`src/rtl/three_channel_ring_capture_top_defines.svh`:
```
// Assertion macros shared by the ring capture RTL.
// No dependencies; pulled in by the modules that carry assertions.
`ifndef THREE_CHANNEL_RING_CAPTURE_TOP_DEFINES_SVH
`define THREE_CHANNEL_RING_CAPTURE_TOP_DEFINES_SVH

// plain property, checked every clock outside reset
`define TCRC_ASSERT(lbl, clk, rst_n, prop, msg) \
    lbl: assert property (@(posedge clk) disable iff (!rst_n) (prop)) else $error(msg);

// same-cycle implication
`define TCRC_ASSERT_IMP(lbl, clk, rst_n, ante, cons, msg) \
    lbl: assert property (@(posedge clk) disable iff (!rst_n) (ante) |-> (cons)) \
        else $error(msg);

// next-cycle implication
`define TCRC_ASSERT_NXT(lbl, clk, rst_n, ante, cons, msg) \
    lbl: assert property (@(posedge clk) disable iff (!rst_n) (ante) |=> (cons)) \
        else $error(msg);

`endif

```
`src/rtl/tcrc_pkg.sv`:
```
// Shared constants and types for the three channel ring capture block.
// No dependencies; used by tcrc_ctrl and the top level of the block.
`default_nettype none

package tcrc_pkg;

    localparam int RING_DEPTH_DEF    = 1024;
    localparam int CHANNEL_COUNT_DEF = 3;
    localparam int SAMPLE_BITS_DEF   = 12;

    localparam int WIN_W   = 11;
    localparam int MEAN_W  = 16;
    localparam int FUNC_W  = 2;
    localparam int CHAN_W  = 2;
    localparam int FRAC_W  = 4;

    localparam logic [WIN_W-1:0] WINDOW_RESET = 11'd100;

    typedef enum logic [FUNC_W-1:0] {
        FUNC_PUSH = 2'd0,
        FUNC_POP  = 2'd1,
        FUNC_AVG  = 2'd2,
        FUNC_NONE = 2'd3
    } t_func;

endpackage

`default_nettype wire

```
`src/rtl/tcrc_ctrl.sv`:
```
// Request sequencer: ring pointers, fill counts, store access, window sum.
// Depends on tcrc_pkg and the assertion macros header.
`default_nettype none
`include "three_channel_ring_capture_top_defines.svh"

module tcrc_ctrl #(
    parameter int RING_DEPTH    = tcrc_pkg::RING_DEPTH_DEF,
    parameter int CHANNEL_COUNT = tcrc_pkg::CHANNEL_COUNT_DEF,
    parameter int SAMPLE_BITS   = tcrc_pkg::SAMPLE_BITS_DEF,
    localparam int PTR_W = $clog2(RING_DEPTH),
    localparam int CH_W  = (CHANNEL_COUNT > 1) ? $clog2(CHANNEL_COUNT) : 1,
    localparam int AW    = CH_W + PTR_W,
    localparam int SUM_W = SAMPLE_BITS + tcrc_pkg::WIN_W,
    localparam int DVD_W = SUM_W + tcrc_pkg::FRAC_W
) (
    input  wire logic                        i_clk,
    input  wire logic                        i_rst_n,
    input  wire logic                        i_in_valid,
    output logic                             o_in_stall,
    input  wire logic [tcrc_pkg::FUNC_W-1:0] i_func,
    input  wire logic [SAMPLE_BITS-1:0]      i_sample,
    input  wire logic [tcrc_pkg::CHAN_W-1:0] i_channel,
    input  wire logic [tcrc_pkg::WIN_W-1:0]  i_window,
    output logic                             o_mem_we,
    output logic      [AW-1:0]               o_mem_waddr,
    output logic      [SAMPLE_BITS-1:0]      o_mem_wdata,
    output logic                             o_mem_re,
    output logic      [AW-1:0]               o_mem_raddr,
    input  wire logic [SAMPLE_BITS-1:0]      i_mem_rdata,
    output logic                             o_div_start,
    output logic      [DVD_W-1:0]            o_dividend,
    output logic      [tcrc_pkg::WIN_W-1:0]  o_divisor,
    input  wire logic                        i_div_done,
    input  wire logic [DVD_W-1:0]            i_div_quo,
    output logic                             o_res_valid,
    input  wire logic                        i_res_ready,
    output logic      [SAMPLE_BITS-1:0]      o_res_popped,
    output logic                             o_res_empty,
    output logic      [tcrc_pkg::MEAN_W-1:0] o_res_mean,
    output logic      [tcrc_pkg::WIN_W-1:0]  o_res_used
);

    localparam int WIN_W  = tcrc_pkg::WIN_W;
    localparam int MEAN_W = tcrc_pkg::MEAN_W;
    localparam int CNT_W  = $clog2(RING_DEPTH + 1);
    localparam int CMP_W  = (CNT_W > WIN_W) ? CNT_W : WIN_W;

    typedef enum logic [4:0] {
        S_IDLE = 5'b00001,
        S_POP  = 5'b00010,
        S_SUM  = 5'b00100,
        S_DIV  = 5'b01000,
        S_OUT  = 5'b10000
    } t_state;

    t_state r_state, n_state;

    logic [PTR_W-1:0] r_wptr [CHANNEL_COUNT];
    logic [PTR_W-1:0] n_wptr [CHANNEL_COUNT];
    logic [PTR_W-1:0] r_rptr [CHANNEL_COUNT];
    logic [PTR_W-1:0] n_rptr [CHANNEL_COUNT];
    logic [CNT_W-1:0] r_fill [CHANNEL_COUNT];
    logic [CNT_W-1:0] n_fill [CHANNEL_COUNT];
    logic [CH_W-1:0]  r_phase, n_phase;
    logic             r_pend, n_pend;

    logic [CH_W-1:0]        r_ch, n_ch;
    logic [PTR_W-1:0]       r_idx, n_idx;
    logic [WIN_W-1:0]       r_left, n_left;
    logic [SUM_W-1:0]       r_acc, n_acc;
    logic [SAMPLE_BITS-1:0] r_popped, n_popped;
    logic                   r_empty, n_empty;
    logic [MEAN_W-1:0]      r_mean, n_mean;
    logic [WIN_W-1:0]       r_used, n_used;

    logic             ch_ok;
    logic [CH_W-1:0]  q_ch;
    logic [CNT_W-1:0] fill_q;
    logic [CMP_W-1:0] win_e, fill_e, n_full;
    logic [WIN_W-1:0] n_q;

    always_comb begin
        ch_ok  = (32'(i_channel) < CHANNEL_COUNT);
        q_ch   = CH_W'(i_channel);
        fill_q = ch_ok ? r_fill[q_ch] : '0;
        win_e  = CMP_W'(i_window);
        fill_e = CMP_W'(fill_q);
        n_full = (win_e < fill_e) ? win_e : fill_e;
        n_q    = WIN_W'(n_full);

        n_state  = r_state;
        n_wptr   = r_wptr;
        n_rptr   = r_rptr;
        n_fill   = r_fill;
        n_phase  = r_phase;
        n_pend   = r_pend;
        n_ch     = r_ch;
        n_idx    = r_idx;
        n_left   = r_left;
        n_acc    = r_acc;
        n_popped = r_popped;
        n_empty  = r_empty;
        n_mean   = r_mean;
        n_used   = r_used;

        o_mem_we    = 1'b0;
        o_mem_waddr = {r_phase, r_wptr[r_phase]};
        o_mem_wdata = i_sample;
        o_mem_re    = 1'b0;
        o_mem_raddr = {r_ch, r_idx};
        o_div_start = 1'b0;

        case (r_state)
            S_IDLE: begin
                if (i_in_valid) begin
                    case (tcrc_pkg::t_func'(i_func))
                        tcrc_pkg::FUNC_PUSH: begin
                            o_mem_we = 1'b1;
                            if (r_fill[r_phase] == CNT_W'(RING_DEPTH)) begin
                                n_rptr[r_phase] = r_rptr[r_phase] + PTR_W'(1);
                            end else begin
                                n_fill[r_phase] = r_fill[r_phase] + CNT_W'(1);
                            end
                            n_wptr[r_phase] = r_wptr[r_phase] + PTR_W'(1);
                            n_phase = (r_phase == CH_W'(CHANNEL_COUNT - 1)) ?
                                      '0 : r_phase + CH_W'(1);
                        end
                        tcrc_pkg::FUNC_POP: begin
                            n_popped = '0;
                            n_mean   = '0;
                            n_used   = '0;
                            if (fill_q == '0) begin
                                n_empty = 1'b1;
                                n_state = S_OUT;
                            end else begin
                                n_empty      = 1'b0;
                                o_mem_re     = 1'b1;
                                o_mem_raddr  = {q_ch, r_rptr[q_ch]};
                                n_rptr[q_ch] = r_rptr[q_ch] + PTR_W'(1);
                                n_fill[q_ch] = r_fill[q_ch] - CNT_W'(1);
                                n_state      = S_POP;
                            end
                        end
                        tcrc_pkg::FUNC_AVG: begin
                            n_popped = '0;
                            n_mean   = '0;
                            n_empty  = (fill_q == '0);
                            n_used   = n_q;
                            if (n_q == '0) begin
                                n_state = S_OUT;
                            end else begin
                                n_ch    = q_ch;
                                n_idx   = r_wptr[q_ch] - n_full[PTR_W-1:0];
                                n_left  = n_q;
                                n_acc   = '0;
                                n_pend  = 1'b0;
                                n_state = S_SUM;
                            end
                        end
                        default: begin
                        end
                    endcase
                end
            end
            S_POP: begin
                n_popped = i_mem_rdata;
                n_state  = S_OUT;
            end
            S_SUM: begin
                n_pend = (r_left != '0);
                if (r_left != '0) begin
                    o_mem_re = 1'b1;
                    n_idx    = r_idx + PTR_W'(1);
                    n_left   = r_left - WIN_W'(1);
                end
                if (r_pend) begin
                    n_acc = r_acc + SUM_W'(i_mem_rdata);
                end
                if (r_left == '0 && !r_pend) begin
                    o_div_start = 1'b1;
                    n_state     = S_DIV;
                end
            end
            S_DIV: begin
                if (i_div_done) begin
                    n_mean  = (|i_div_quo[DVD_W-1:MEAN_W]) ? '1 : i_div_quo[MEAN_W-1:0];
                    n_state = S_OUT;
                end
            end
            S_OUT: begin
                if (i_res_ready) begin
                    n_state = S_IDLE;
                end
            end
            default: begin
                n_state = S_IDLE;
            end
        endcase
    end

    always_ff @(posedge i_clk) begin
        if (!i_rst_n) begin
            r_state <= S_IDLE;
            r_phase <= '0;
            r_pend  <= 1'b0;
            for (int c = 0; c < CHANNEL_COUNT; c++) begin
                r_wptr[c] <= '0;
                r_rptr[c] <= '0;
                r_fill[c] <= '0;
            end
        end else begin
            r_state <= n_state;
            r_phase <= n_phase;
            r_pend  <= n_pend;
            r_wptr  <= n_wptr;
            r_rptr  <= n_rptr;
            r_fill  <= n_fill;
        end
    end

    always_ff @(posedge i_clk) begin
        r_ch     <= n_ch;
        r_idx    <= n_idx;
        r_left   <= n_left;
        r_acc    <= n_acc;
        r_popped <= n_popped;
        r_empty  <= n_empty;
        r_mean   <= n_mean;
        r_used   <= n_used;
    end

    assign o_in_stall   = (r_state != S_IDLE);
    assign o_res_valid  = (r_state == S_OUT);
    assign o_res_popped = r_popped;
    assign o_res_empty  = r_empty;
    assign o_res_mean   = r_mean;
    assign o_res_used   = r_used;
    assign o_dividend   = {r_acc, {tcrc_pkg::FRAC_W{1'b0}}} + DVD_W'(r_used >> 1);
    assign o_divisor    = r_used;

    `TCRC_ASSERT(a_phase_range, i_clk, i_rst_n, (r_phase <= CH_W'(CHANNEL_COUNT - 1)), "phase out of range")
    `TCRC_ASSERT_IMP(a_div_done_state, i_clk, i_rst_n, i_div_done, (r_state == S_DIV), "divider done outside divide")
    `TCRC_ASSERT_IMP(a_sum_nonzero, i_clk, i_rst_n, (r_state == S_SUM), (r_used != '0), "summing an empty window")
    `TCRC_ASSERT_NXT(a_res_hold, i_clk, i_rst_n, (o_res_valid && !i_res_ready), (o_res_valid && $stable(r_mean) && $stable(r_popped)), "result changed while held")

endmodule

`default_nettype wire

```
`config.mk`:
```
export PLATFORM = sky130hd
export DESIGN_NAME = tcrc_ctrl
export DESIGN_NICKNAME = d
export VERILOG_FILES = /design/src/rtl/tcrc_pkg.sv /design/src/rtl/tcrc_ctrl.sv
export VERILOG_INCLUDE_DIRS = /design/src /design/src/rtl
export SDC_FILE = /design/constraint.sdc
export NUM_CORES = 1
export LEC_CHECK = 0
export BUFFER_PORTS_ARGS = -buffer_cell sky130_fd_sc_hd__buf_2
export CAP_MARGIN = 20
export CORE_UTILIZATION = 34
export CTS_CLUSTER_SIZE = 40
export DETAILED_ROUTE_END_ITERATION = 8
export RECOVER_POWER = 100
export SETUP_SLACK_MARGIN = 0.2
export SYNTH_ARGS = -nofsm -noshare
export SYNTH_HDL_FRONTEND = slang
export SYNTH_SLANG_ARGS = --single-unit
```
`constraint.sdc`:
```
create_clock -name i_clk -period 8.7 [get_ports i_clk]
set_input_delay 0 -clock i_clk [delete_from_list [all_inputs] [get_ports i_clk]]
set_output_delay 0 -clock i_clk [all_outputs]
set_load 0.05 [all_outputs]
```
==> impl_metrics.csv <==
group,metric,value,unit
grt,track_usage,0.193,
floorplan,die_w,192,µm
critical_path,worst_path_max_delay_cell,"clkbuf_1",
floorplan,die_h,192,µm
drt,dr.pass1.iters,5,
grt,grt_max_degree,61,
place,post-dp-hpwl,25.1,mm
timing,final.setup.tns,0,ns
finish,mostFrequentLayoutCells,"188 x nand2_1, 118 x nor2_1, 104 x clkbuf_1",
drt,drt-total-wl,35.6,mm
synthesis,synth.distinct_cells,63,
critical_path,crit_type,"input pin to flip-flop",
critical_path,cp.required,8.83,ns
drt,vias_per_cell,5.34,
grt,grt_pass1_wl,55.4,mm
critical_path,path_cells,"clkbuf_1 -> nor2b_4 -> a21oi_1 -> ha_1 -> nand4_1 -> a2111oi_0 -> or2_0 -> buf_6 -> nand2_1 -> o21ai_0 -> inv_1 -> ha_1 -> inv_1 -> a21oi_1 -> a32o_1 -> maj3_1 -> o211ai_1 -> a31oi_1 -> xnor2_1 -> a21oi_1",
power,cellPowerDensity,194,nW/µm²
status,violations,"max-capacitance violations, max-slew violations",
drt,initialDrtViolationCount,693,
synthesis,synth.net_count,1497,
status,outcome,"complete, but fails checks",
synthesis,synth_edf_count,86,
finish,final_area,13900,µm²
drt,vias,10545,
synthesis,yosysWarnings,0,
critical_path,crit_path_end_kind,"flip-flop",
timing,slew_headroom,-1.40,
timing,finalCritPeriodShare,0.745,
drt,wl_met3,2.30,mm
clock_network,cts_resized,0,
drt,drc,0,
clock_network,clock-sinks,187,
clock_network,postCtsSetupBuffers,0,
critical_path,crit_path_frequent_cell,"a21oi_1",
power,vdd_drop_max,0.185,mV
synthesis,async_reset_ff_frac,0,
critical_path,crit_path_start_kind,"input pin",
timing,clock.fmax,154,MHz
drt,top_layer,"met4",
synthesis,syn_area_per_cell,8.93,µm²
synthesis,ys_seq_area_frac,0.374,
synthesis,ys.flop_type,"dfxtp_1",
critical_path,worst-path-max-fanout,38,
synthesis,syn_area,12300,µm²
finish,drive_gt1_frac,0.0774,
clock_network,clkTransAtPathRegs,0.08,ns
timing,hold_viol_final,0,
clock_network,clk_latency,0.46,ns
floorplan,num_rows,69,
clock_network,cts_tree,"built",
critical_path,cp.arrival,6.62,ns
finish,area_growth_syn_to_layout,13.0,%
flow_run,maxCapViolCount,5,
drt,antenna_left,0,
clock_network,cts_buffers,17,
place,io_buffer_count,165,
drt,wire_per_inst,18.0,µm
synthesis,syn_inst,1377,
clock_network,clk_path_buf_depth,2,
worst_hold_path,hold_class,"input pin to output pin",
grt,overflow,0,
timing,rsz0062_at_grt,"no",
clock_network,ctsHoldBuffers,30,
timing,setup-violations-final,0,
floorplan,core_area,35600,µm²
synthesis,ys_ff_latch,187,
place,dpl-instance-area,13200,µm²
timing,maxSlewViolCount,217,
finish,nets,1618,
floorplan,io_pins,190,
place,placedCellCount,1908,
grt,antenna_found_initial,0,
clock_network,cts_root_buffer,"clkbuf_16",
clock_network,h-tree-depth,4,
grt,grt_pass1_vias,10107,
power,p_leak,5.42,nW
floorplan,start_util,0.346,
place,place_congestion,0.895,
timing,tightest_slew,3.59,ns
timing,layout_min_cycle_time,6.49,ns
drt,met2_length,15.9,mm
floorplan,die_area,37000,µm²
finish,final_common_cell,"nand2_1",
finish,final_cells,1974,
drt,met1_length,16.7,mm
critical_path,cpPeakStageDelay,1.23,ns
timing,fin_skew,0.0172,ns
==> registers in the layout (all words and copies together), names as in the netlist <==
name          count
o_res_mean       16
o_res_empty       1
r_phase           2
r_pend            1
r_ch              2
r_acc            23
o_divisor        11
r_left           11
r_wptr           30
r_rptr           30
r_state           5
r_fill           33
o_res_popped     12
r_idx            10
==> logic make-up (layout without fill, tap and decap cells) <==
group | count (synthesis) | in the layout | share of synthesized area
simple gates | 483 | 483 | 0.183
compound gates | 299 | 299 | 0.170
flops | 187 | 187 | 0.374
buf+inv | 147 | 281 | 0.0590
xor+xnor | 107 | 107 | 0.0762
mux | 104 | 104 | 0.0856
fa+ha+maj | 50 | 50 | 0.0520
other cells | 0 | 2 | 0
==> synthesized netlist by cell type (31+ instances only) <==
master | count | area (µm²)
xnor2_1 | 65 | 569
nand2_1 | 185 | 694
xor2_1 | 42 | 368
o21ai_0 | 57 | 285
clkbuf_1 | 48 | 180
o211a_1 | 31 | 310
o221ai_1 | 33 | 289
nor2b_1 | 37 | 231
nand3_1 | 34 | 170
o22ai_1 | 49 | 307
edfxtp_1 | 86 | 2580
mux2i_1 | 94 | 941
a21oi_1 | 42 | 210
dfxtp_1 | 101 | 2020
ha_1 | 47 | 588
inv_1 | 42 | 158
nor2_1 | 118 | 443
buf_4 | 31 | 233
==> routing by layer <==
layer | vias to the layer above | GRT usage
met1 | 4968 | 0.260
met3 | 44 | 0.0358
met2 | 394 | 0.307
li1 | 5139 | -
met4 | 0 | 0.0700
met5 | - | 0
==> final timing paths <==
| check | startpoint | endpoint | slack [ns] | cells past startpoint |
|---|---|---|---|---|
| hold / removal | i_sample[4] | o_mem_wdata[4] | 0.00002 | 0 |
| hold reg to reg | r_wptr[15] | r_wptr[15] | 0.48 | 2 |
| setup / recovery | i_channel[0] | r_idx[9] | 2.21 | 20 |
| setup reg to reg | r_phase[1] | r_fill[13] | 2.59 | 10 |
==> final cells by class <==
type | count | area (µm²)
Fill cell | 3639 | 21700
Multi-Input combinational cell | 1043 | 6910
Sequential cell | 187 | 4610
Timing Repair Buffer | 207 | 1080
Tap cell | 461 | 577
Clock buffer | 17 | 425
Inverter | 42 | 158
Clock inverter | 15 | 149
Antenna cell | 2 | 5.00
==> worst max-delay path: cells and delay by family <==
kind	cells	cell delay [ns]
fa+ha+maj	3	1.02
compound gates	8	2.16
simple gates	4	1.60
xor+xnor	1	0.14
buf+inv	4	1.64
==> power breakdown <==
group / switching (mW) / internal, mW
sequential: 0.0505 / 1.02
clock: 0.368 / 0.423
combinational: 0.624 / 0.215
total: 1.04 / 1.66
==> stage by stage <==
stage	setup slack [ns]	util	power, mW	hold WS (ns)
CTS	3.14	0.397	2.74	0.000341
global placement	2.79	0.372	1.93	0.000341
global route	1.72	0.391	2.83	0.000138
finish	2.21	0.391	2.70	0.0000220
floorplan	4.53	-	1.75	0.0989
detailed placement	2.66	0.372	1.94	0.000341
Power figures use the tool's default switching activity.
