===== config.mk =====
export PLATFORM = sky130hd
export DESIGN_NAME = tcrc_div
export DESIGN_NICKNAME = d
export VERILOG_FILES = /design/src/rtl/three_channel_ring_capture_top_defines.svh /design/src/rtl/tcrc_div.sv
export SDC_FILE = /design/constraint.sdc
export NUM_CORES = 1
export LEC_CHECK = 0
export ABC_AREA = 1
export CORE_ASPECT_RATIO = 0.75
export CORE_MARGIN = 1
export CORE_UTILIZATION = 55
export DETAILED_ROUTE_END_ITERATION = 10
export DONT_BUFFER_PORTS = 1
export GPL_ROUTABILITY_DRIVEN = 1
export PLACE_DENSITY = 0.72
export SETUP_SLACK_MARGIN = 0.1
export SYNTH_ARGS = -nofsm -noshare
export SYNTH_HDL_FRONTEND = slang
export SYNTH_SLANG_ARGS = --single-unit

===== constraint.sdc =====
create_clock -name i_clk -period 2.9 [get_ports i_clk]
set_input_delay 0.145 -clock i_clk [delete_from_list [all_inputs] [get_ports i_clk]]
set_output_delay 0.145 -clock i_clk [all_outputs]
set_load 0.005 [all_outputs]

===== src/rtl/three_channel_ring_capture_top_defines.svh =====
// Assertion macros shared by the ring capture RTL.
// No dependencies; pulled in by the modules that carry assertions.
`ifndef THREE_CHANNEL_RING_CAPTURE_TOP_DEFINES_SVH
`define THREE_CHANNEL_RING_CAPTURE_TOP_DEFINES_SVH

// plain property, checked every clock outside reset
`define TCRC_ASSERT(lbl, clk, rst_n, prop, msg) \
    lbl: assert property (@(posedge clk) disable iff (!rst_n) (prop)) else $error(msg);

// same-cycle implication
`define TCRC_ASSERT_IMP(lbl, clk, rst_n, ante, cons, msg) \
    lbl: assert property (@(posedge clk) disable iff (!rst_n) (ante) |-> (cons)) \
        else $error(msg);

// next-cycle implication
`define TCRC_ASSERT_NXT(lbl, clk, rst_n, ante, cons, msg) \
    lbl: assert property (@(posedge clk) disable iff (!rst_n) (ante) |=> (cons)) \
        else $error(msg);

`endif


===== src/rtl/tcrc_div.sv =====
// Restoring divider, one quotient bit per cycle.
// Depends on nothing but its parameters.
`default_nettype none

module tcrc_div #(
    parameter int DVD_W = 28,
    parameter int DSR_W = 11
) (
    input  wire logic             i_clk,
    input  wire logic             i_rst_n,
    input  wire logic             i_start,
    input  wire logic [DVD_W-1:0] i_dividend,
    input  wire logic [DSR_W-1:0] i_divisor,
    output logic                  o_done,
    output logic      [DVD_W-1:0] o_quotient
);

    localparam int CNT_W = (DVD_W > 1) ? $clog2(DVD_W) : 1;

    logic             r_busy, n_busy;
    logic             r_done, n_done;
    logic [CNT_W-1:0] r_cnt, n_cnt;
    logic [DSR_W-1:0] r_rem, n_rem;
    logic [DVD_W-1:0] r_quo, n_quo;
    logic [DSR_W-1:0] r_dsr, n_dsr;
    logic [DSR_W:0]   rem_sh;
    logic [DSR_W:0]   diff;
    logic             ge;

    always_comb begin
        rem_sh = {r_rem, r_quo[DVD_W-1]};
        ge     = (rem_sh >= {1'b0, r_dsr});
        diff   = rem_sh - {1'b0, r_dsr};
        n_busy = r_busy;
        n_done = 1'b0;
        n_cnt  = r_cnt;
        n_rem  = r_rem;
        n_quo  = r_quo;
        n_dsr  = r_dsr;
        if (i_start) begin
            n_busy = 1'b1;
            n_cnt  = '0;
            n_rem  = '0;
            n_quo  = i_dividend;
            n_dsr  = i_divisor;
        end else if (r_busy) begin
            n_rem = ge ? diff[DSR_W-1:0] : rem_sh[DSR_W-1:0];
            n_quo = {r_quo[DVD_W-2:0], ge};
            n_cnt = r_cnt + CNT_W'(1);
            if (r_cnt == CNT_W'(DVD_W - 1)) begin
                n_busy = 1'b0;
                n_done = 1'b1;
            end
        end
    end

    always_ff @(posedge i_clk) begin
        if (!i_rst_n) begin
            r_busy <= 1'b0;
            r_done <= 1'b0;
            r_cnt  <= '0;
        end else begin
            r_busy <= n_busy;
            r_done <= n_done;
            r_cnt  <= n_cnt;
        end
    end

    always_ff @(posedge i_clk) begin
        r_rem <= n_rem;
        r_quo <= n_quo;
        r_dsr <= n_dsr;
    end

    assign o_done     = r_done;
    assign o_quotient = r_quo;

endmodule

`default_nettype wire


==> results of run 1 <==
## where the power goes
part / internal [mW] / total [mW] / switching (mW)
Clock: 0.444 / 0.757 / 0.313
Combinational: 0.0987 / 0.238 / 0.139
Sequential: 0.940 / 0.983 / 0.0432
Total: 1.48 / 1.98 / 0.495
## final cells by class
class                      instances  area, µm²  area share [%]
tap                               75       93.8            2.48
timing repair buffer              44        443            11.7
inverter                          53        199            5.25
clock inverter                     4       51.3            1.35
multi-input combinational        258       1320            34.7
sequential                        57       1530            40.4
clock buffer                      12        155            4.09
## synthesized netlist by cell type
cell type / number / area share, %
xnor2_1: 2 / 0.56
or2_0: 1 / 0.20
nor2_2: 2 / 0.40
ha_1: 12 / 4.8
nor3b_1: 1 / 0.24
dfxtp_1: 18 / 12
nand4_1: 15 / 3.0
fa_1: 1 / 0.64
o21a_1: 1 / 0.24
inv_1: 51 / 6.1
buf_6: 1 / 0.36
nand3_1: 25 / 4.0
clkbuf_1: 3 / 0.36
a21oi_2: 1 / 0.28
and2_4: 1 / 0.28
nand3_2: 6 / 1.9
nor2_1: 13 / 1.6
a211oi_1: 1 / 0.24
xor2_1: 1 / 0.28
nor2_4: 1 / 0.36
buf_12: 1 / 0.64
nand2_2: 13 / 2.6
nand2_1: 149 / 18
buf_2: 3 / 0.48
edfxtp_1: 39 / 37
buf_1: 2 / 0.24
a31oi_1: 1 / 0.20
a21oi_1: 5 / 0.80
o211ai_1: 1 / 0.24
nor3_1: 3 / 0.48
buf_4: 2 / 0.48
nor4_1: 1 / 0.20
nand4_4: 1 / 0.68
inv_2: 2 / 0.24
## metal layers
metal | vias to the layer above | share of wire [%] | global-route usage [%]
met2 | 140 | 43 | 39.5
met5 | - | 0 | 0
met3 | 4 | 10 | 10.5
met4 | 0 | 0.59 | 7.94
met1 | 1184 | 46 | 38.0
li1 | 1304 | - | -
## repair_timing
action / in CTS / in global routing
endpoints found under the hold margin: 49 / 1
buffers inserted: 0 / 0
hold buffers: 40 / 1
## per-stage QoR
stage / hold WS [ns] / std cells / instance area (µm²) / setup WS [ns] / utilization, %
3_5_place_dp: 0.244 / 446 / 3160 / 0.715 / 58.5
4_1_cts: 0.00105 / 502 / 3780 / 0.692 / 69.9
2_1_floorplan: 0.244 / 380 / 3130 / 1.09 / -
5_1_grt: 0.0318 / 503 / 3790 / 0.530 / 70.1
3_3_place_gp: 0.244 / 446 / 3160 / 0.827 / 58.5
6_report: 0.0317 / 503 / 3790 / 0.685 / 70.1
## state kept, by name, indices dropped and copies added, names as in the netlist
register    flops
o_quotient     28
r_busy          1
r_rem          11
r_cnt           5
r_dsr          11
o_done          1
## final timing paths
check	to	slack, ns	depth (start not counted)
max reg2reg	r_rem[5]	0.68	11
max	r_rem[5]	0.68	11
min reg2reg	r_rem[9]	0.48	2
min	o_quotient[27]	0.03	2
## cell families (layout without fill, tap and decap cells)
kind of cell	count (synthesis)	count (layout)	share of synthesized area (%)
AOI/OAI and AO/OA	10	10	2.00
xor gates and xnor gates	3	3	0.840
adders and majority gates	13	13	5.44
buffers and inverters	65	113	8.92
DFF	57	57	49.0
and+or+nand+nor	232	232	33.8
==> out/results.ini, run 1 <==
[setup_path]
cp.required_ns=3.12
cp-start-kind=flop
cp_top_family=simple AND/OR/NAND/NOR gates
cp-startpoint=o_quotient[27]
cp-end-kind=flop
slowest_delay_ns=0.41
worstPathArrival_ns=2.44
cp_common_cell=nand3_1
path_max_fanout=12
cp_num_buf_inv=2
critPathKind=reg2reg
path_cells=inv_1 > ha_1 > fa_1 > inv_1 > nand3_1 > nand3_2 > nand2_2 > nand4_4 > nand3_1 > nand3_1 > nand2_1
crit_slowest_cell=fa_1
r2r_start=o_quotient[27]

[timing]
slew_violations=0
tightest_slew_ns=0.803
rsz0062_at_grt=no
fin_skew_ns=0.00933
setup_violations=0
max_freq_mhz=451
slew_headroom_pct=46.3
fin_setup_tns_ns=0
fin_crit_sh_pct=76.4
min_period_ns=2.22
hold_viol_final=0

[global_route]
antenna_found_initial=0
grt_max_degree=38
grtUsageTotal_pct=27.2
grt_overflow=0
grt_pass1_vias=2459
grt_pass1_wl_um=11800

[clock_network]
cts_tree=yes
cts.htree.levels=3
clock-sinks=57
clockRootBuffer=clkbuf_8
cts_resized=0
cts_made_buffers=9
clock_latency_ns=0.33
clockBufferDepth=2
cts.reportedPaths.clkPinSlew_ns=0.07

[run]
maxCapViolCount=0

[die]
coreArea_mm2=0.00541
rows=23
die-area_mm2=0.00599
ioPinCount=71
fp.dieH_um=67.3
initial_core_util_pct=57.8
die_x_um=89.1

[drt]
drtIter0Drc=227
viasPerCell=5.23
vias=2632
wl_per_cell_um=14.7
drc=0
totalWireLength_um=7410
ant_nets=0
first_pass_iters=5

[synthesis]
synthCells=380
ys_ff_latch=57
syn_nets=435
mappedNetlistArea_mm2=0.00313
syn_avg_cell_area_um2=8.23
yosysWarningCount=0
synth.distinct_cells=34
yosysSeqAreaShare_pct=49.0

[finish]
layout_commonest_cell=nand2_1
num_antenna_cells=0
final_cell_mix=nand2_1 (149), inv_1 (51), dlygate4sd3_1 (40), edfxtp_1 (39), nand3_1 (25)
syn2layout_area_growth_pct=21.2
num-nets-final=478
fillers=422
drive_gt1_share_pct=10.7

[power_and_ir_drop]
ir_drop_mv=0.499
powerDensity_mw_per_mm2=522
finalPower_mw=1.98
power.leakage_nw=1.80

[worst_hold_path]
hp-class=in2reg
hold_start=i_start

[run_status]
status=finished, final reports clean

[placement]
place_hpwl_um=4480
place_congestion=0.890
numPortBuffers=0

(Power assumes the default switching activity.)
==> run 2, diff against run 1 <==
Settings changed: PLACE_DENSITY 0.72 to 0.75.
Clock period 2.9 ns to 1.78 ns, I/O delays scaled along.
==> run 2 against run 1 <==
The flow now finishes with violations (negative setup slack). Core utilization increased by 4.6 points. Clock power rose by 60%. Fmax up 20%. Clock-buffer cell count fell by 3. Via count up 6.3%. Global-route usage is 2.3 points higher. Sequential power is 63% higher. Clock skew fell by 0.0014 ns. Die area stayed put. Final cell count is 4.0% higher.
==> out/results.ini, run 2 (same netlist as run 1, synthesis figures left out) <==
[run_status]
failed_checks=negative setup slack
status=complete, but fails checks  ; was finished, final reports clean

[power_and_ir_drop]
powerDensity_mw_per_mm2=812  ; was 522 mW/mm²
finalPower_mw=3.28  ; was 1.98 mW
ir_drop_mv=0.708  ; was 0.499 mV
power.leakage_nw=1.92  ; was 1.80 nW

[drt]
viasPerCell=5.35  ; was 5.23
wl_per_cell_um=15.8  ; was 14.7 µm
drc=0  ; unchanged
drtIter0Drc=159  ; was 227
ant_nets=0  ; unchanged
vias=2797  ; was 2632
totalWireLength_um=8280  ; was 7410 µm
first_pass_iters=5  ; unchanged

[global_route]
grtUsageTotal_pct=29.5  ; was 27.2%
grt_max_degree=41  ; was 38
grt_overflow=0  ; unchanged
grt_pass1_vias=2837  ; was 2459
antenna_found_initial=0  ; unchanged
grt_pass1_wl_um=12800  ; was 11800 µm

[timing]
fin_crit_sh_pct=104  ; was 76.4%
rsz0062_at_grt=yes  ; was no
slew_violations=0  ; unchanged
hold_viol_final=0  ; unchanged
setup_violations=11  ; was 0
max_freq_mhz=540  ; was 451 MHz
fin_setup_tns_ns=-0.551  ; was 0 ns
fin_skew_ns=0.00794  ; was 0.00933 ns
min_period_ns=1.85  ; was 2.22 ns
setup_slack_ns=-0.0714  ; was 0.685 ns
tightest_slew_ns=0.372  ; was 0.803 ns
slew_headroom_pct=75.2  ; was 46.3%

[worst_hold_path]
hp-class=in2reg  ; unchanged

[clock_network]
cts_made_buffers=9  ; unchanged
cts.htree.levels=3  ; unchanged
clock_latency_ns=0.35  ; was 0.33 ns
clockRootBuffer=clkbuf_8  ; unchanged
cts_tree=yes  ; unchanged
clock-sinks=57  ; unchanged
clockBufferDepth=2  ; unchanged
cts.reportedPaths.clkPinSlew_ns=0.07  ; about the same

[setup_path]
cp-end-kind=flop  ; unchanged
worstPathArrival_ns=2.10  ; was 2.44 ns
critPathKind=reg2reg  ; unchanged
cp-start-kind=flop  ; unchanged
path_max_fanout=8  ; was 12
cp.required_ns=2.03  ; was 3.12 ns

[finish]
final_cell_mix=nand2_1 (147), inv_1 (49), dlygate4sd3_1 (40), edfxtp_1 (39), buf_4 (21)  ; was nand2_1 (149), inv_1 (51), dlygate4sd3_1 (40), edfxtp_1 (39), nand3_1 (25)
num_antenna_cells=0  ; unchanged
layout_commonest_cell=nand2_1  ; unchanged
num-nets-final=498  ; was 478
drive_gt1_share_pct=19.0  ; was 10.7%
largest_reg_flops=28  ; unchanged
syn2layout_area_growth_pct=29.2  ; was 21.2%

[die]
rows=23  ; unchanged
die-area_mm2=0.00599  ; unchanged
coreArea_mm2=0.00541  ; unchanged
ioPinCount=71  ; unchanged
fp.dieH_um=67.3  ; unchanged
initial_core_util_pct=57.8  ; unchanged
die_x_um=89.1  ; unchanged

[placement]
place_hpwl_um=4790  ; was 4480 µm
place_congestion=0.867  ; was 0.890
dp_slack_ns=-0.101  ; was 0.715 ns
numPortBuffers=0  ; unchanged

[run]
maxCapViolCount=0  ; unchanged

run 2: through the flow:
stage,hold WS (ns),instances,area (µm²),util (%)
finish,0.0377,523,4040,74.7
global route,0.0435,523,4040,74.7
CTS,0.0255,520,4020,74.3
detailed placement,0.188,459,3320,61.4
global placement,0.188,459,3320,61.4
floorplan,0.188,380,3160,-
run 2: repair_timing:
item                                   CTS  global route
resized for setup                       10             1
gates cloned                             0             0
hold buffers                            41             0
buffers inserted                         5             3
pin swaps                               11             0
endpoints found under the hold margin   51             0
setup endpoints to repair               12            12
run 2: power breakdown:
group / internal (mW) / switching, mW
Sequential: 1.53 / 0.0735
Clock: 0.645 / 0.568
Combinational: 0.204 / 0.258
run 2: layout make-up:
class	instances	area, µm²
flip-flops and latches	57	1530
multi-input cells	258	1400
fillers	359	1370
repair buffers	64	618
inverters	53	199
clock buffers	9	124
well taps	75	93.8
clock inverters	7	70.1
run 2: final timing paths:
path | startpoint | to | slack (ns) | cells past startpoint
min | i_rst_n | r_cnt[0] | 0.04 | 2
max reg2reg | o_quotient[27] | r_rem[4] | -0.07 | 12
min reg2reg | r_rem[10] | r_rem[10] | 0.47 | 2
max | o_quotient[27] | r_rem[4] | -0.07 | 12
run 2: layer usage:
metal  global-route usage [%]  share of wire, %
met1                     34.6                40
met2                     48.0                48
met3                     11.6               9.3
met4                     14.3               2.8
met5                        0                 0
run 2: worst max-delay path: stages (launching register included):
cell and delay, ns:
edfxtp_1 0.37, inv_2 0.05, ha_2 0.19, fa_2 0.36, inv_2 0.07, nand3_2 0.07, nand3_2 0.08, nand2_2 0.08
nand4_4 0.16, buf_4 0.15, nand2_2 0.04, nand3_2 0.07, nand2_1 0.04
==> run 3, diff against run 2 <==
Settings changed: MAX_ROUTING_LAYER from default to met4, PLACE_DENSITY 0.75 to 0.72.
Clock period 1.78 ns to 1.93 ns, I/O delays scaled along.
==> run 3 against run 2 <==
The run now ends clean. Total power down 3.7%. Largest cell class unchanged. Final cell count down 1.9%. Critical endpoint unchanged. Core utilization down 0.58 points. Hold slack worse by 0.024 ns.
==> out/results.ini, run 3 (same netlist as run 1, synthesis figures left out) <==
[drt]
drc=0  ; unchanged
drtIter0Drc=183  ; was 159
vias=2713  ; was 2797
wl_per_cell_um=14.8  ; was 15.8 µm
first_pass_iters=4  ; was 5
ant_nets=0  ; unchanged
viasPerCell=5.29  ; was 5.35
totalWireLength_um=7620  ; was 8280 µm

[setup_path]
path_max_fanout=3  ; was 8
cp-start-kind=flop  ; unchanged
cp-end-kind=flop  ; unchanged
ff2ff_path_depth=10  ; was 12
cp.required_ns=2.16  ; was 2.03 ns
critPathKind=reg2reg  ; unchanged
worstPathArrival_ns=2.05  ; was 2.10 ns

[power_and_ir_drop]
powerDensity_mw_per_mm2=788  ; was 812 mW/mm²
power.leakage_nw=1.88  ; was 1.92 nW
ir_drop_mv=0.535  ; was 0.708 mV

[die]
initial_core_util_pct=57.8  ; unchanged
die_x_um=89.1  ; unchanged
rows=23  ; unchanged
ioPinCount=71  ; unchanged
coreArea_mm2=0.00541  ; unchanged
die-area_mm2=0.00599  ; unchanged
fp.dieH_um=67.3  ; unchanged

[run_status]
status=finished, final reports clean  ; was complete, but fails checks

[clock_network]
cts_tree=yes  ; unchanged
cts_made_buffers=9  ; unchanged
clock-sinks=57  ; unchanged
cts.htree.levels=3  ; unchanged
clockBufferDepth=2  ; unchanged
cts.reportedPaths.clkPinSlew_ns=0.07  ; about the same
clock_latency_ns=0.34  ; was 0.35 ns
clockRootBuffer=clkbuf_8  ; unchanged

[timing]
min_period_ns=1.82  ; was 1.85 ns
fin_crit_sh_pct=94.5  ; was 104%
rsz0062_at_grt=yes  ; unchanged
whs_ns=0.0139  ; was 0.0377 ns
tightest_slew_ns=0.522  ; was 0.372 ns
hold_viol_final=0  ; unchanged
slew_violations=0  ; unchanged
fin_setup_tns_ns=0  ; was -0.551 ns
slew_headroom_pct=65.2  ; was 75.2%
fin_skew_ns=0.00830  ; was 0.00794 ns
setup_violations=0  ; was 11
max_freq_mhz=548  ; was 540 MHz

[placement]
dpl_cell_area_mm2=0.00321  ; was 0.00332 mm²
numPortBuffers=0  ; unchanged
place_hpwl_um=4340  ; was 4790 µm
place_congestion=0.878  ; was 0.867

[finish]
final_cell_mix=nand2_1 (146), inv_1 (49), dlygate4sd3_1 (40), edfxtp_1 (39), dfxtp_1 (18)  ; was nand2_1 (147), inv_1 (49), dlygate4sd3_1 (40), edfxtp_1 (39), buf_4 (21)
multi_input_area_mm2=0.00144  ; was 0.00140 mm²
drive_gt1_share_pct=16.9  ; was 19.0%
seqCellArea_mm2=0.00153  ; unchanged
num_antenna_cells=0  ; unchanged
fillers=391  ; was 359
largest_reg_flops=28  ; unchanged
syn2layout_area_growth_pct=28.2  ; was 29.2%
num-nets-final=488  ; was 498
layout_commonest_cell=nand2_1  ; unchanged
fin_area_mm2=0.00401  ; was 0.00404 mm²
final_util_pct=74.1  ; was 74.7%

[global_route]
grt_pass1_wl_um=12000  ; was 12800 µm
grtUsageTotal_pct=28.3  ; was 29.5%
grt_overflow=0  ; unchanged
antenna_found_initial=0  ; unchanged
grt_max_degree=41  ; unchanged
grt_pass1_vias=2629  ; was 2837

[run]
maxCapViolCount=0  ; unchanged

[worst_hold_path]
whs_path_depth=3  ; was 2
hp-class=in2reg  ; unchanged

run 3: cell count changes in the layout (fill, tap and decap cells not counted), moves of 3 or more:
cell / previous run / this run
nand3_2: 17 / 13
clkinv_2: 3 / 0
buf_4: 21 / 9
nand3_1: 13 / 17
run 3: metrics by stage:
stage	setup WS, ns	total power, mW	std cells
after floorplan	0.120	1.70	380
after global placement	0.0330	1.76	451
after detailed placement	-0.00423	1.77	451
after CTS	0.0932	3.13	511
after global routing	0.0228	3.26	513
final	0.106	3.16	513
run 3: layout make-up:
type	instances	share of cell area [%]
flip-flops and latches	57	38.2
multi-input cells	260	35.8
repair buffers	52	13.0
inverters	53	4.96
clock buffers	12	3.87
well taps	75	2.34
clock inverters	4	1.87
run 3: power breakdown:
| part | internal (mW) | switching (mW) |
|---|---|---|
| clock network | 0.798 | 0.488 |
| registers | 1.41 | 0.0651 |
| logic | 0.172 | 0.222 |
run 3: metal layers:
layer / vias to the layer above / GRT usage (%) / routed length [µm]
li1: 1329 / - / -
met1: 1241 / 35.4 / 3290
met2: 131 / 43.4 / 3540
met3: 12 / 9.54 / 666
met4: 0 / 9.72 / 122
met5: - / - / 0
run 3: final timing paths:
kind                   from   endpoint  slack [ns]
hold reg to reg   r_rem[10]  r_rem[10]        0.47
setup reg to reg   r_dsr[0]   r_rem[4]        0.11
hold / removal      i_start   r_rem[6]        0.01
setup / recovery   r_dsr[0]   r_rem[4]        0.11
run 3: critical path, cell delays in order, from the launching register on:
cell	delay, ns
edfxtp_1	0.42
ha_4	0.19
fa_2	0.37
inv_2	0.08
nand3_2	0.08
nand3_4	0.10
buf_6	0.12
xnor2_1	0.15
nand2_2	0.07
nand3_1	0.10
nand2_1	0.05
run 3: repair_timing:
item,4_1_cts,5_1_grt
gates cloned,1,1
buffers inserted,2,1
hold buffers,41,0
endpoints found under the setup margin,35,12
pin swaps,2,12
resized for setup,10,14
endpoints found under the hold margin,51,0
